`config.mk`:
```
export PLATFORM = sky130hd
export DESIGN_NAME = lru_key_value_cache_unit_flat
export DESIGN_NICKNAME = d
export VERILOG_FILES = /design/src/lkvc_pkg.sv /design/src/lkvc_if.sv /design/src/lkvc_cell.sv /design/src/lkvc_cell_row.sv /design/src/lru_key_value_cache_unit.sv /design/src/flat_wrapper.sv
export SDC_FILE = /design/constraint.sdc
export NUM_CORES = 2
export LEC_CHECK = 0
export BUFFER_PORTS_ARGS = -buffer_cell sky130_fd_sc_hd__buf_2
export CORE_ASPECT_RATIO = 1.1
export CORE_MARGIN = 2
export CORE_UTILIZATION = 60
export DETAILED_ROUTE_END_ITERATION = 8
export PLACE_DENSITY_LB_ADDON = 0.12
export SLEW_MARGIN = 20
export SYNTH_ARGS = -nofsm -noshare
export SYNTH_HDL_FRONTEND = slang
export SYNTH_SLANG_ARGS = --single-unit
```
`constraint.sdc`:
```
create_clock -name clock -period 7 [get_ports clock]
set_input_delay 0.7 -clock clock [delete_from_list [all_inputs] [get_ports clock]]
set_output_delay 0.7 -clock clock [all_outputs]
set_load 0.01 [all_outputs]
```
`src/lkvc_pkg.sv`:
```
`default_nettype none
// ----------------------------------------------------------------------------
// LRU key/value cache package
// Shared widths, the sequencer state type and the structs passed between the
// cell row and the top level.
// ----------------------------------------------------------------------------
package lkvc_pkg;

   localparam int ENTRIES    = 16;
   localparam int KEY_BITS   = 32;
   localparam int PORT_BITS  = 32;
   localparam int VALUE_BITS = 32;
   // Only the low bits of the key port that fit in KEY_BITS are compared.
   localparam int KEY_USE    = (KEY_BITS < PORT_BITS) ? KEY_BITS : PORT_BITS;
   localparam int RANK_BITS  = (ENTRIES > 1) ? $clog2(ENTRIES) : 1;

   localparam logic MODE_LOOKUP = 1'b0;
   localparam logic MODE_PUT    = 1'b1;

   typedef enum logic [1:0] {
      ST_IDLE,
      ST_LOOKUP,
      ST_UPDATE
   } state_type;

   // Broadcast to every cell for one update cycle.
   typedef struct packed {
      logic                  update;
      logic                  age_all;
      logic [RANK_BITS-1:0]  old_rank;
      logic                  write_key;
      logic                  write_value;
      logic [KEY_USE-1:0]    key;
      logic [VALUE_BITS-1:0] value;
   } cmd_type;

   // Outcome of one parallel compare over the row.
   typedef struct packed {
      logic                  hit;
      logic                  full;
      logic [RANK_BITS-1:0]  hit_rank;
      logic [VALUE_BITS-1:0] hit_value;
      logic [ENTRIES-1:0]    match_vec;
      logic [ENTRIES-1:0]    victim_vec;
   } status_type;

endpackage
`default_nettype wire

```
`src/lkvc_if.sv`:
```
`default_nettype none
// ----------------------------------------------------------------------------
// LRU key/value cache channels
// Request and response handshake channels carrying valid, ready and payload.
// ----------------------------------------------------------------------------
interface lkvc_req_if;
   logic                            valid;
   logic                            ready;
   logic                            mode;
   logic [lkvc_pkg::PORT_BITS-1:0]  key;
   logic [lkvc_pkg::VALUE_BITS-1:0] value_in;

   modport source (output valid, output mode, output key, output value_in, input ready);
   modport sink   (input valid, input mode, input key, input value_in, output ready);
endinterface

interface lkvc_rsp_if;
   logic                            valid;
   logic                            ready;
   logic                            hit;
   logic [lkvc_pkg::VALUE_BITS-1:0] value_out;
   logic                            evicted;

   modport source (output valid, output hit, output value_out, output evicted, input ready);
   modport sink   (input valid, input hit, input value_out, input evicted, output ready);
endinterface
`default_nettype wire

```
`src/lkvc_cell.sv`:
```
`default_nettype none
// ----------------------------------------------------------------------------
// LRU key/value cache cell
// One cache slot: key, value, recency rank and valid flag, with its own
// compare and ageing logic.
// ----------------------------------------------------------------------------
module lkvc_cell (
   input  wire logic                            clock,
   input  wire logic                            reset,
   input  wire lkvc_pkg::cmd_type               cmd,
   input  wire logic                            sel,
   input  wire logic                            prev_valid,
   input  wire logic [lkvc_pkg::KEY_USE-1:0]    probe_key,
   output      logic                            valid,
   output      logic                            match,
   output      logic                            lru,
   output      logic                            first_free,
   output      logic [lkvc_pkg::RANK_BITS-1:0]  rank,
   output      logic [lkvc_pkg::VALUE_BITS-1:0] value
);

   logic                            valid_ff, valid_in;
   logic [lkvc_pkg::RANK_BITS-1:0]  rank_ff, rank_in;
   logic [lkvc_pkg::KEY_USE-1:0]    key_ff, key_in;
   logic [lkvc_pkg::VALUE_BITS-1:0] value_ff, value_in;
   logic                            age;

   assign valid      = valid_ff;
   assign rank       = rank_ff;
   assign value      = value_ff;
   assign match      = valid_ff && (key_ff == probe_key);
   assign lru        = valid_ff &&
                       (rank_ff == lkvc_pkg::RANK_BITS'(lkvc_pkg::ENTRIES - 1));
   // The free slots form a tail of the row, so the first one follows a valid neighbour.
   assign first_free = prev_valid && !valid_ff;
   assign age        = valid_ff && (cmd.age_all || (rank_ff < cmd.old_rank));

   always_comb begin
      valid_in = valid_ff;
      rank_in  = rank_ff;
      key_in   = key_ff;
      value_in = value_ff;
      if (cmd.update) begin
         if (sel) begin
            valid_in = 1'b1;
            rank_in  = '0;
            if (cmd.write_key) begin
               key_in = cmd.key;
            end
            if (cmd.write_value) begin
               value_in = cmd.value;
            end
         end else if (age) begin
            rank_in = rank_ff + 1'b1;
         end
      end
   end

   always_ff @(posedge clock) begin
      if (reset) begin
         valid_ff <= 1'b0;
         rank_ff  <= '0;
      end else begin
         valid_ff <= valid_in;
         rank_ff  <= rank_in;
      end
      key_ff   <= key_in;
      value_ff <= value_in;
   end

endmodule
`default_nettype wire

```
`src/lkvc_cell_row.sv`:
```
`default_nettype none
// ----------------------------------------------------------------------------
// LRU key/value cache cell row
// Chains the cells through their valid flags and gathers the compare results.
// ----------------------------------------------------------------------------
module lkvc_cell_row (
   input  wire logic                               clock,
   input  wire logic                               reset,
   input  wire lkvc_pkg::cmd_type                  cmd,
   input  wire logic [lkvc_pkg::ENTRIES-1:0]       sel_vec,
   input  wire logic [lkvc_pkg::KEY_USE-1:0]       probe_key,
   output      lkvc_pkg::status_type               status
);

   logic [lkvc_pkg::ENTRIES-1:0]    valid_vec, match_vec, lru_vec, free_vec;
   logic [lkvc_pkg::ENTRIES-1:0]    prev_valid_vec;
   logic [lkvc_pkg::RANK_BITS-1:0]  rank_arr  [lkvc_pkg::ENTRIES];
   logic [lkvc_pkg::VALUE_BITS-1:0] value_arr [lkvc_pkg::ENTRIES];

   assign prev_valid_vec = {valid_vec[lkvc_pkg::ENTRIES-2:0], 1'b1};

   for (genvar i = 0; i < lkvc_pkg::ENTRIES; i++) begin : g_cell
      lkvc_cell u_cell (
         .clock      (clock),
         .reset      (reset),
         .cmd        (cmd),
         .sel        (sel_vec[i]),
         .prev_valid (prev_valid_vec[i]),
         .probe_key  (probe_key),
         .valid      (valid_vec[i]),
         .match      (match_vec[i]),
         .lru        (lru_vec[i]),
         .first_free (free_vec[i]),
         .rank       (rank_arr[i]),
         .value      (value_arr[i])
      );
   end

   // Valid keys are unique, so at most one cell matches and a plain OR selects.
   always_comb begin
      status.hit       = |match_vec;
      status.full      = valid_vec[lkvc_pkg::ENTRIES-1];
      status.match_vec = match_vec;
      status.victim_vec = valid_vec[lkvc_pkg::ENTRIES-1] ? lru_vec : free_vec;
      status.hit_rank  = '0;
      status.hit_value = '0;
      for (int i = 0; i < lkvc_pkg::ENTRIES; i++) begin
         status.hit_rank  = status.hit_rank  | (rank_arr[i]  & {lkvc_pkg::RANK_BITS{match_vec[i]}});
         status.hit_value = status.hit_value | (value_arr[i] & {lkvc_pkg::VALUE_BITS{match_vec[i]}});
      end
   end

endmodule
`default_nettype wire

```
`src/lru_key_value_cache_unit.sv`:
```
`default_nettype none
// ----------------------------------------------------------------------------
// LRU key/value cache unit
// Fully associative cache with true least-recently-used replacement, built
// as a row of slot cells that compare a key in parallel and age themselves.
// ----------------------------------------------------------------------------
//
//   Channel  Dir  Carries                          Beat taken when
//   req      in   mode, key, value_in              req.valid && req.ready
//   rsp      out  hit, value_out, evicted          rsp.valid && rsp.ready
//
// A request passes through the idle state that takes the beat, a lookup state
// for the parallel key compare, and an update state in which the selected cell
// is written and the more recent cells age; a lookup miss leaves the row as is.
// The update state stalls while an earlier response beat is held with rsp.ready
// low; the next request is taken once the update is done. Synchronous reset
// clears every valid flag and rank; keys and values of empty slots stay unreset.
//
module lru_key_value_cache_unit (
   input  wire logic    clock,
   input  wire logic    reset,
   lkvc_req_if.sink     req,
   lkvc_rsp_if.source   rsp
);

   lkvc_pkg::state_type state_ff, state_in;

   // Request held for the duration of the operation.
   logic                            mode_ff;
   logic [lkvc_pkg::KEY_USE-1:0]    key_ff;
   logic [lkvc_pkg::VALUE_BITS-1:0] value_ff;

   // Compare outcome captured at the end of the lookup cycle.
   logic                            hit_ff;
   logic                            full_ff;
   logic [lkvc_pkg::ENTRIES-1:0]    sel_ff;
   logic [lkvc_pkg::RANK_BITS-1:0]  hit_rank_ff;
   logic [lkvc_pkg::VALUE_BITS-1:0] hit_value_ff;

   // Output register.
   logic                            rsp_valid_ff, rsp_valid_in;
   logic                            rsp_hit_ff;
   logic [lkvc_pkg::VALUE_BITS-1:0] rsp_value_ff;
   logic                            rsp_evicted_ff;

   logic                 req_take;
   logic                 capture;
   logic                 finish;
   logic                 rsp_free;
   lkvc_pkg::cmd_type    cmd;
   lkvc_pkg::status_type status;

   assign rsp_free = !rsp_valid_ff || rsp.ready;
   assign req_take = req.valid && req.ready;

   lkvc_cell_row u_row (
      .clock     (clock),
      .reset     (reset),
      .cmd       (cmd),
      .sel_vec   (sel_ff),
      .probe_key (key_ff),
      .status    (status)
   );

   // Next state.
   always_comb begin
      state_in = state_ff;
      case (state_ff)
         lkvc_pkg::ST_IDLE: begin
            if (req.valid) begin
               state_in = lkvc_pkg::ST_LOOKUP;
            end
         end
         lkvc_pkg::ST_LOOKUP: begin
            state_in = lkvc_pkg::ST_UPDATE;
         end
         lkvc_pkg::ST_UPDATE: begin
            if (rsp_free) begin
               state_in = lkvc_pkg::ST_IDLE;
            end
         end
         default: begin
            state_in = lkvc_pkg::ST_IDLE;
         end
      endcase
   end

   // Outputs of the sequencer.
   always_comb begin
      req.ready = 1'b0;
      capture   = 1'b0;
      finish    = 1'b0;
      case (state_ff)
         lkvc_pkg::ST_IDLE: begin
            req.ready = 1'b1;
         end
         lkvc_pkg::ST_LOOKUP: begin
            capture = 1'b1;
         end
         lkvc_pkg::ST_UPDATE: begin
            finish = rsp_free;
         end
         default: begin
            req.ready = 1'b0;
         end
      endcase
   end

   // Update broadcast: a lookup miss leaves the row untouched. A hit promotes
   // the matching cell; a put miss fills the first free cell (every valid
   // cell ages) or replaces the cell of lowest recency.
   always_comb begin
      cmd.update      = finish && (hit_ff || (mode_ff == lkvc_pkg::MODE_PUT));
      cmd.age_all     = !hit_ff && !full_ff;
      cmd.old_rank    = hit_ff ? hit_rank_ff
                               : lkvc_pkg::RANK_BITS'(lkvc_pkg::ENTRIES - 1);
      cmd.write_key   = !hit_ff;
      cmd.write_value = (mode_ff == lkvc_pkg::MODE_PUT);
      cmd.key         = key_ff;
      cmd.value       = value_ff;
   end

   always_comb begin
      rsp_valid_in = rsp_valid_ff;
      if (rsp_valid_ff && rsp.ready) begin
         rsp_valid_in = 1'b0;
      end
      if (finish) begin
         rsp_valid_in = 1'b1;
      end
   end

   always_ff @(posedge clock) begin
      if (reset) begin
         state_ff     <= lkvc_pkg::ST_IDLE;
         rsp_valid_ff <= 1'b0;
      end else begin
         state_ff     <= state_in;
         rsp_valid_ff <= rsp_valid_in;
      end
      if (req_take) begin
         mode_ff  <= req.mode;
         key_ff   <= req.key[lkvc_pkg::KEY_USE-1:0];
         value_ff <= req.value_in;
      end
      if (capture) begin
         hit_ff       <= status.hit;
         full_ff      <= status.full;
         sel_ff       <= status.hit ? status.match_vec : status.victim_vec;
         hit_rank_ff  <= status.hit_rank;
         hit_value_ff <= status.hit_value;
      end
      if (finish) begin
         rsp_hit_ff     <= hit_ff;
         rsp_value_ff   <= (hit_ff && (mode_ff == lkvc_pkg::MODE_LOOKUP)) ? hit_value_ff : '0;
         rsp_evicted_ff <= !hit_ff && full_ff && (mode_ff == lkvc_pkg::MODE_PUT);
      end
   end

   assign rsp.valid     = rsp_valid_ff;
   assign rsp.hit       = rsp_hit_ff;
   assign rsp.value_out = rsp_value_ff;
   assign rsp.evicted   = rsp_evicted_ff;

endmodule
`default_nettype wire

```
`src/flat_wrapper.sv`:
```
// flat-port wrapper written by rule: the top's interface ports become plain ports
module lru_key_value_cache_unit_flat 
  (clock, reset, req_valid, req_mode, req_key, req_value_in, req_ready, rsp_valid, rsp_hit, rsp_value_out, rsp_evicted, rsp_ready);
  lkvc_req_if req_i ();
  lkvc_rsp_if rsp_i ();
  input  wire logic clock;
  input  wire logic reset;
  input wire logic [$bits(req_i.valid)-1:0] req_valid;
  input wire logic [$bits(req_i.mode)-1:0] req_mode;
  input wire logic [$bits(req_i.key)-1:0] req_key;
  input wire logic [$bits(req_i.value_in)-1:0] req_value_in;
  output wire logic [$bits(req_i.ready)-1:0] req_ready;
  output wire logic [$bits(rsp_i.valid)-1:0] rsp_valid;
  output wire logic [$bits(rsp_i.hit)-1:0] rsp_hit;
  output wire logic [$bits(rsp_i.value_out)-1:0] rsp_value_out;
  output wire logic [$bits(rsp_i.evicted)-1:0] rsp_evicted;
  input wire logic [$bits(rsp_i.ready)-1:0] rsp_ready;
  assign req_i.valid = req_valid;
  assign req_i.mode = req_mode;
  assign req_i.key = req_key;
  assign req_i.value_in = req_value_in;
  assign req_ready = req_i.ready;
  assign rsp_valid = rsp_i.valid;
  assign rsp_hit = rsp_i.hit;
  assign rsp_value_out = rsp_i.value_out;
  assign rsp_evicted = rsp_i.evicted;
  assign rsp_i.ready = rsp_ready;
  lru_key_value_cache_unit u_core (.clock(clock), .reset(reset), .req(req_i), .rsp(rsp_i));
endmodule
```
Word-level counts from Yosys, hierarchy flattened
Cells that the tools add are included.
{ "totals": {"reg_bits": 1260} }
{ "op_classes": {"addsub": 16, "n_lt_le_gt_ge": 16, "n_eq_ne": 36, "n_mux": 43, "bitwise_logic": 64, "reduce_logical": 191} }
{ "op_table": {"columns": ["operator", "n"], "rows": [
  ["bitwise AND 32 bit", 16],
  ["== test 32 bit", 16],
  ["OR 32 bit", 15],
  ["two-way mux 4 bit", 33],
  ["AND reduction 3 bit", 32],
  ["logical AND 1 bit", 70],
  ["AND reduction 2 bit", 33],
  ["adder 4 x 1 -> 4 bit, second input constant", 16],
  ["bitwise AND 4 bit", 16],
  ["== test 4 bit, second input constant", 16],
  ["less-than comparator 4 bit", 16],
  ["OR 4 bit", 15],
  ["nonzero test 2 bit", 17],
  ["two-way mux 16 bit", 2],
  ["logical NOT 1 bit", 19],
  ["logical OR 1 bit", 18],
  ["OR reduction 16 bit", 1],
  ["case mux 2 bit (3 select lines)", 1],
  ["two-way mux 1 bit", 5],
  ["two-way mux 2 bit", 2],
  ["== test 2 x 1 -> 1 bit, second input constant", 1],
  ["== test 2 bit, second input constant", 1],
  ["logical NOT 2 bit", 1],
  ["inequality test 2 x 1 -> 1 bit, second input constant", 1],
  ["2 further kinds", 3]
]} }

Longest topological paths before layout
{ "logic_depth": {"depth_word": 18, "ltp_mapped": 12} }

Cells and area by module
Synthesis repeated with hierarchy kept, for this count alone.
{ "hier_totals": {"hier_cells": 3287, "area_unflattened_um2": 53110.9} }
{ "by_module_without_submodules": {"columns": ["module", "instances", "cells_per_inst", "area_per_inst_um2"], "rows": [
  ["lkvc_cell at u_core.u_row.g_cell[0].u_cell ...", 8, 164, 2770.2],
  ["lkvc_cell at u_core.u_row.g_cell[2].u_cell ...", 7, 167, 2782.7],
  ["lru_key_value_cache_unit", 1, 230, 5245.0],
  ["lkvc_cell_row", 1, 412, 3463.3],
  ["lkvc_cell at u_core.u_row.g_cell[9].u_cell", 1, 164, 2762.6]
]} }

Worst setup path before layout
OpenSTA, ideal clock, no wires.
{ "synth_path": {"path_type": "input-to-reg", "start": "input port rsp_ready", "end": "register u_core.u_row.g_cell[14].u_cell.value_ff, in the netlist u_core.u_row.g_cell[14].u_cell.value[0], enable pin", "setup_ns": 0.392, "arrival_time_ns": 3.294, "slack_ns": 3.313, "path_stages": 5, "n_path_buf": 2, "cell_sequence": "nand2b_1 nor2b_1 clkbuf_1 clkbuf_1 and3_1"} }
{ "synth_between": {"elab_chain_cells": 4} }
{ "synth_rtl": {"columns": ["item", "line_no", "source"], "rows": [
  ["from (decl)", "flat_wrapper.sv:17", "input wire logic [$bits(rsp_i.ready)-1:0] rsp_ready;"],
  ["logical OR 1 bit", "lru_key_value_cache_unit.sv:53", "assign rsp_free = !rsp_valid_ff || rsp.ready;"],
  ["two-way mux 1 bit", "lru_key_value_cache_unit.sv:93", "case (state_ff)"],
  ["net u_core.finish", "lru_key_value_cache_unit.sv:48", "logic finish;"],
  ["logical AND 1 bit", "lru_key_value_cache_unit.sv:113", "cmd.update = finish && (hit_ff || (mode_ff == lkvc_pkg::MODE_PUT));"],
  ["AND reduction 3 bit (no line)", null, null],
  ["to (signal assigned)", "lkvc_cell.sv:68", "value_ff <= value_in;"],
  ["to (decl)", "lkvc_cell.sv:25", "logic [lkvc_pkg::VALUE_BITS-1:0] value_ff, value_in;"]
]} }
The timed path passes the listed nets, and every way through them passes these cells.
A chain may end at the register's enable or synchronous reset.

Worst setup path after layout
{ "layout_path": {"start": "register u_core.key_ff[7] (netlist name)", "end": "register u_core.sel_ff[13] (netlist name), data pin"} }
{ "layout_between": {"elab_chain_cells": 4} }
{ "layout_rtl": {"columns": ["item", "line_no", "source"], "rows": [
  ["from (decl)", "lru_key_value_cache_unit.sv:30", "logic [lkvc_pkg::KEY_USE-1:0] key_ff;"],
  ["from (signal assigned)", "lru_key_value_cache_unit.sv:143", "key_ff <= req.key[lkvc_pkg::KEY_USE-1:0];"],
  ["== test 32 bit", "lkvc_cell.sv:31", "assign match = valid_ff && (key_ff == probe_key);"],
  ["logical AND 1 bit", "lkvc_cell.sv:31", null],
  ["OR reduction 16 bit", "lkvc_cell_row.sv:41", "status.hit = |match_vec;"],
  ["two-way mux 16 bit (*)", "lru_key_value_cache_unit.sv:149", "sel_ff <= status.hit ? status.match_vec : status.victim_vec;"],
  ["to (signal assigned)", "lru_key_value_cache_unit.sv:149", null],
  ["to (decl)", "lru_key_value_cache_unit.sv:36", "logic [lkvc_pkg::ENTRIES-1:0] sel_ff;"]
]} }
Mark *: on every way between the ends. The rest lies on a longest branch, timed or not.

==> metrics <==
CTS max path bufs 3; TNS Setup 0 ps; largest net degree at the start of global routing 92; # Post-CTS Setup Buffers 0; drc violations 0; site row count 111; LEAKAGE 18.10 nW; final max-slew violation count 0; die extent in y 308.7 um; ys flop type edfxtp_1; Final HPWL DP 70850 um; final core utilization 67.48%; drt wl/cell 28.97 um; syn_area_per_cell 16.35 um2; Hold Path Class input port to flip-flop; CP arrival 4530 ps; Crit. End Element flip-flop; Reg clk slew, reported paths 60 ps; number of max-cap violations 0; Synth Warn # 0; GR Overflow Total 0; fillers 5620; # hold bufs at CTS 0; Layout area overhead 11.23%; Hold WS 160.3 ps; Crit Path Class flip-flop to flip-flop; RSZ-0062 raised after global routing no; root buf cell clkbuf_16; fin crit share 58.45%; drt pass-1 iters 5; ANT nets after route 0; Fin. Hold Viols 0; drt initial violations 3358; Worst-Skew Late Latency 720 ps; Placer Congestion 0.8555; Async SR Flop Fraction 0%; post-synthesis cell area 50640 um2; f_max 244.4 MHz; Post-synth EDFFs 1177; crit path from u_core.key_ff[7]$_DFFE_PP_; WP data required 7440 ps; TritonCTS Buffers 121; n_diodes 0; Initial Util 60.67%; CTS resizes 0; Core Box Area 83470 um2; VDD IR max 250.7 uV; # nets final 3385; Slew HR 21.31%; outcome complete, no violations; full die area 86740 um2; GRT Util Overall 30.13%; IO Pins 105; WL final 129800 um; die width 281.0 um; Post-Synthesis Cells 3097; layout cells sized above 1 12.53%; initial antenna violation count 0; Netlist cell types 51; worst slew pin tran 1180 ps; first-pass GRT wire length 190100 um; Startpoint Class flip-flop; number of synthesized register bits 1260; RR Startpoint u_core.key_ff[7]$_DFFE_PP_; post-synthesis sequential area ratio 73.08%; clk_skew 46.67 ps; Vias/cell 6.437; vias in the first global route 29072; min-delay src req_value_in[9]; minimum clock period 4091 ps; Port-buffer cells 104; Post-Syn Nets 3230; Final setup viols 0; PD cells 273.2 nW/um2; CTS tree built; via count 28852; crit-path max FO 38; H-tree depth 3; Sink Count 1260
layout make-up:
| cell class | count | area (um2) | area share [%] |
|---|---|---|---|
| Inverter | 24 | 90.09 | 0.1599 |
| Clock inverter | 77 | 750.7 | 1.333 |
| Sequential cell | 1260 | 37010 | 65.70 |
| Tap cell | 1130 | 1414 | 2.510 |
| Multi-Input combinational cell | 1639 | 12610 | 22.39 |
| Timing Repair Buffer | 206 | 1324 | 2.350 |
| Clock buffer | 146 | 3132 | 5.560 |
path summary, 6_finish.rpt:
path	endpoint	slack [ps]	cells after the start
max	u_core.sel_ff[13]$_DFFE_PN_	2910	10
min	u_core.value_ff[9]$_DFFE_PP_	160	1
min reg2reg	u_core.rsp.value_out[22]$_SDFFCE_PN0P_	490	1
max reg2reg	u_core.sel_ff[13]$_DFFE_PN_	2910	10
logic make-up after synthesis:
group	Yosys count	share of synthesized area, %
compound gates	491	7.610
mux	14	0.2767
flops	1260	73.08
fa+ha+maj	64	1.581
buf+inv	198	2.310
xor+xnor	531	9.184
simple gates	539	5.960
worst max-delay path: stages, from the launching register on:
cell and delay [ps]:
edfxtp_1 750, buf_4 510, xnor2_1 180, nand4_1 190
nor4_1 370, nand4_1 170, nor4_2 330, buf_4 660
nor4_1 90, and4_4 280, a21o_1 190
cell usage after synthesis (16+ instances only):
cell type,count,area (um2)
buf_6,30,337.8
buf_4,30,225.2
a22o_1,154,1349
nand3_1,52,260.3
edfxtp_1,1177,35340
ha_1,64,800.8
dfxtp_1,83,1662
nor2b_1,20,125.1
inv_1,23,86.33
buf_2,70,350.3
nor4_1,57,356.6
nand4_1,140,875.8
clkbuf_1,40,150.1
a211oi_1,16,120.1
o21a_1,33,247.7
xnor2_1,416,3643
a221oi_1,144,1261
xor2_1,115,1007
nor2_1,77,289.0
and3_1,16,100.1
nand2_1,54,202.7
a21o_1,16,120.1
a21oi_1,63,315.3
nand3b_1,17,127.6
o21ai_0,16,80.08
and2_1,49,306.5
nor3_1,29,145.1
cell usage in the layout, fill, tap and decap left out, drive strengths merged, types with 17 or more instances in the layout:
master  netlist  routed
a21oi        63      63
inv          24      28
and2         49      49
nor4         59      59
dfxtp        83      83
a221oi      144     144
o21ai        24      24
nand3        52      52
nor2b        20      20
xnor2       416     416
clkinv        0      54
ha           64      64
o21a         33      33
nor3         29      29
buf         133     206
nand3b       17      17
nor2         77      77
a22o        154     154
clkbuf       41     146
nand4       140     140
xor2        115     115
edfxtp     1177    1177
nand2        54      54
flip-flops by register name (all words and copies together) (netlist names), 2 cells and up:
name,cells
u_core.state_ff,2
u_core.u_row.g_cell.u_cell.value,512
u_core.value_ff,32
u_core.hit_value_ff,32
u_core.sel_ff,16
u_core.key_ff,32
u_core.hit_rank_ff,4
u_core.u_row.g_cell.u_cell.rank,64
u_core.u_row.g_cell.u_cell.key_ff,512
u_core.u_row.g_cell.u_cell.valid,16
u_core.rsp.value_out,32
layer usage:
metal,share of wire (%),up-vias,global-route usage [%]
li1,-,12384,-
met1,39,14746,39.59
met2,50,1399,51.27
met3,7.4,323,4.116
met4,3.6,0,11.84
met5,0,-,0
stage by stage:
step           power, W  setup WS [ps]  instance area (um2)  instances
2_1_floorplan  0.008906           3313                50640       3097
3_3_place_gp   0.009132           2962                52450       4259
3_5_place_dp   0.009150           2994                52450       4259
4_1_cts         0.01545           2949                56330       4482
5_1_grt         0.01577           2716                56330       4482
6_report        0.01539           2909                56330       4482
power breakdown:
part | internal [W] | switching (W)
Clock | 0.00362 | 0.00277
Sequential | 0.00834 | 0.000109
Combinational | 0.000177 | 0.000363
Note: power is estimated with default switching activity, not from simulation.
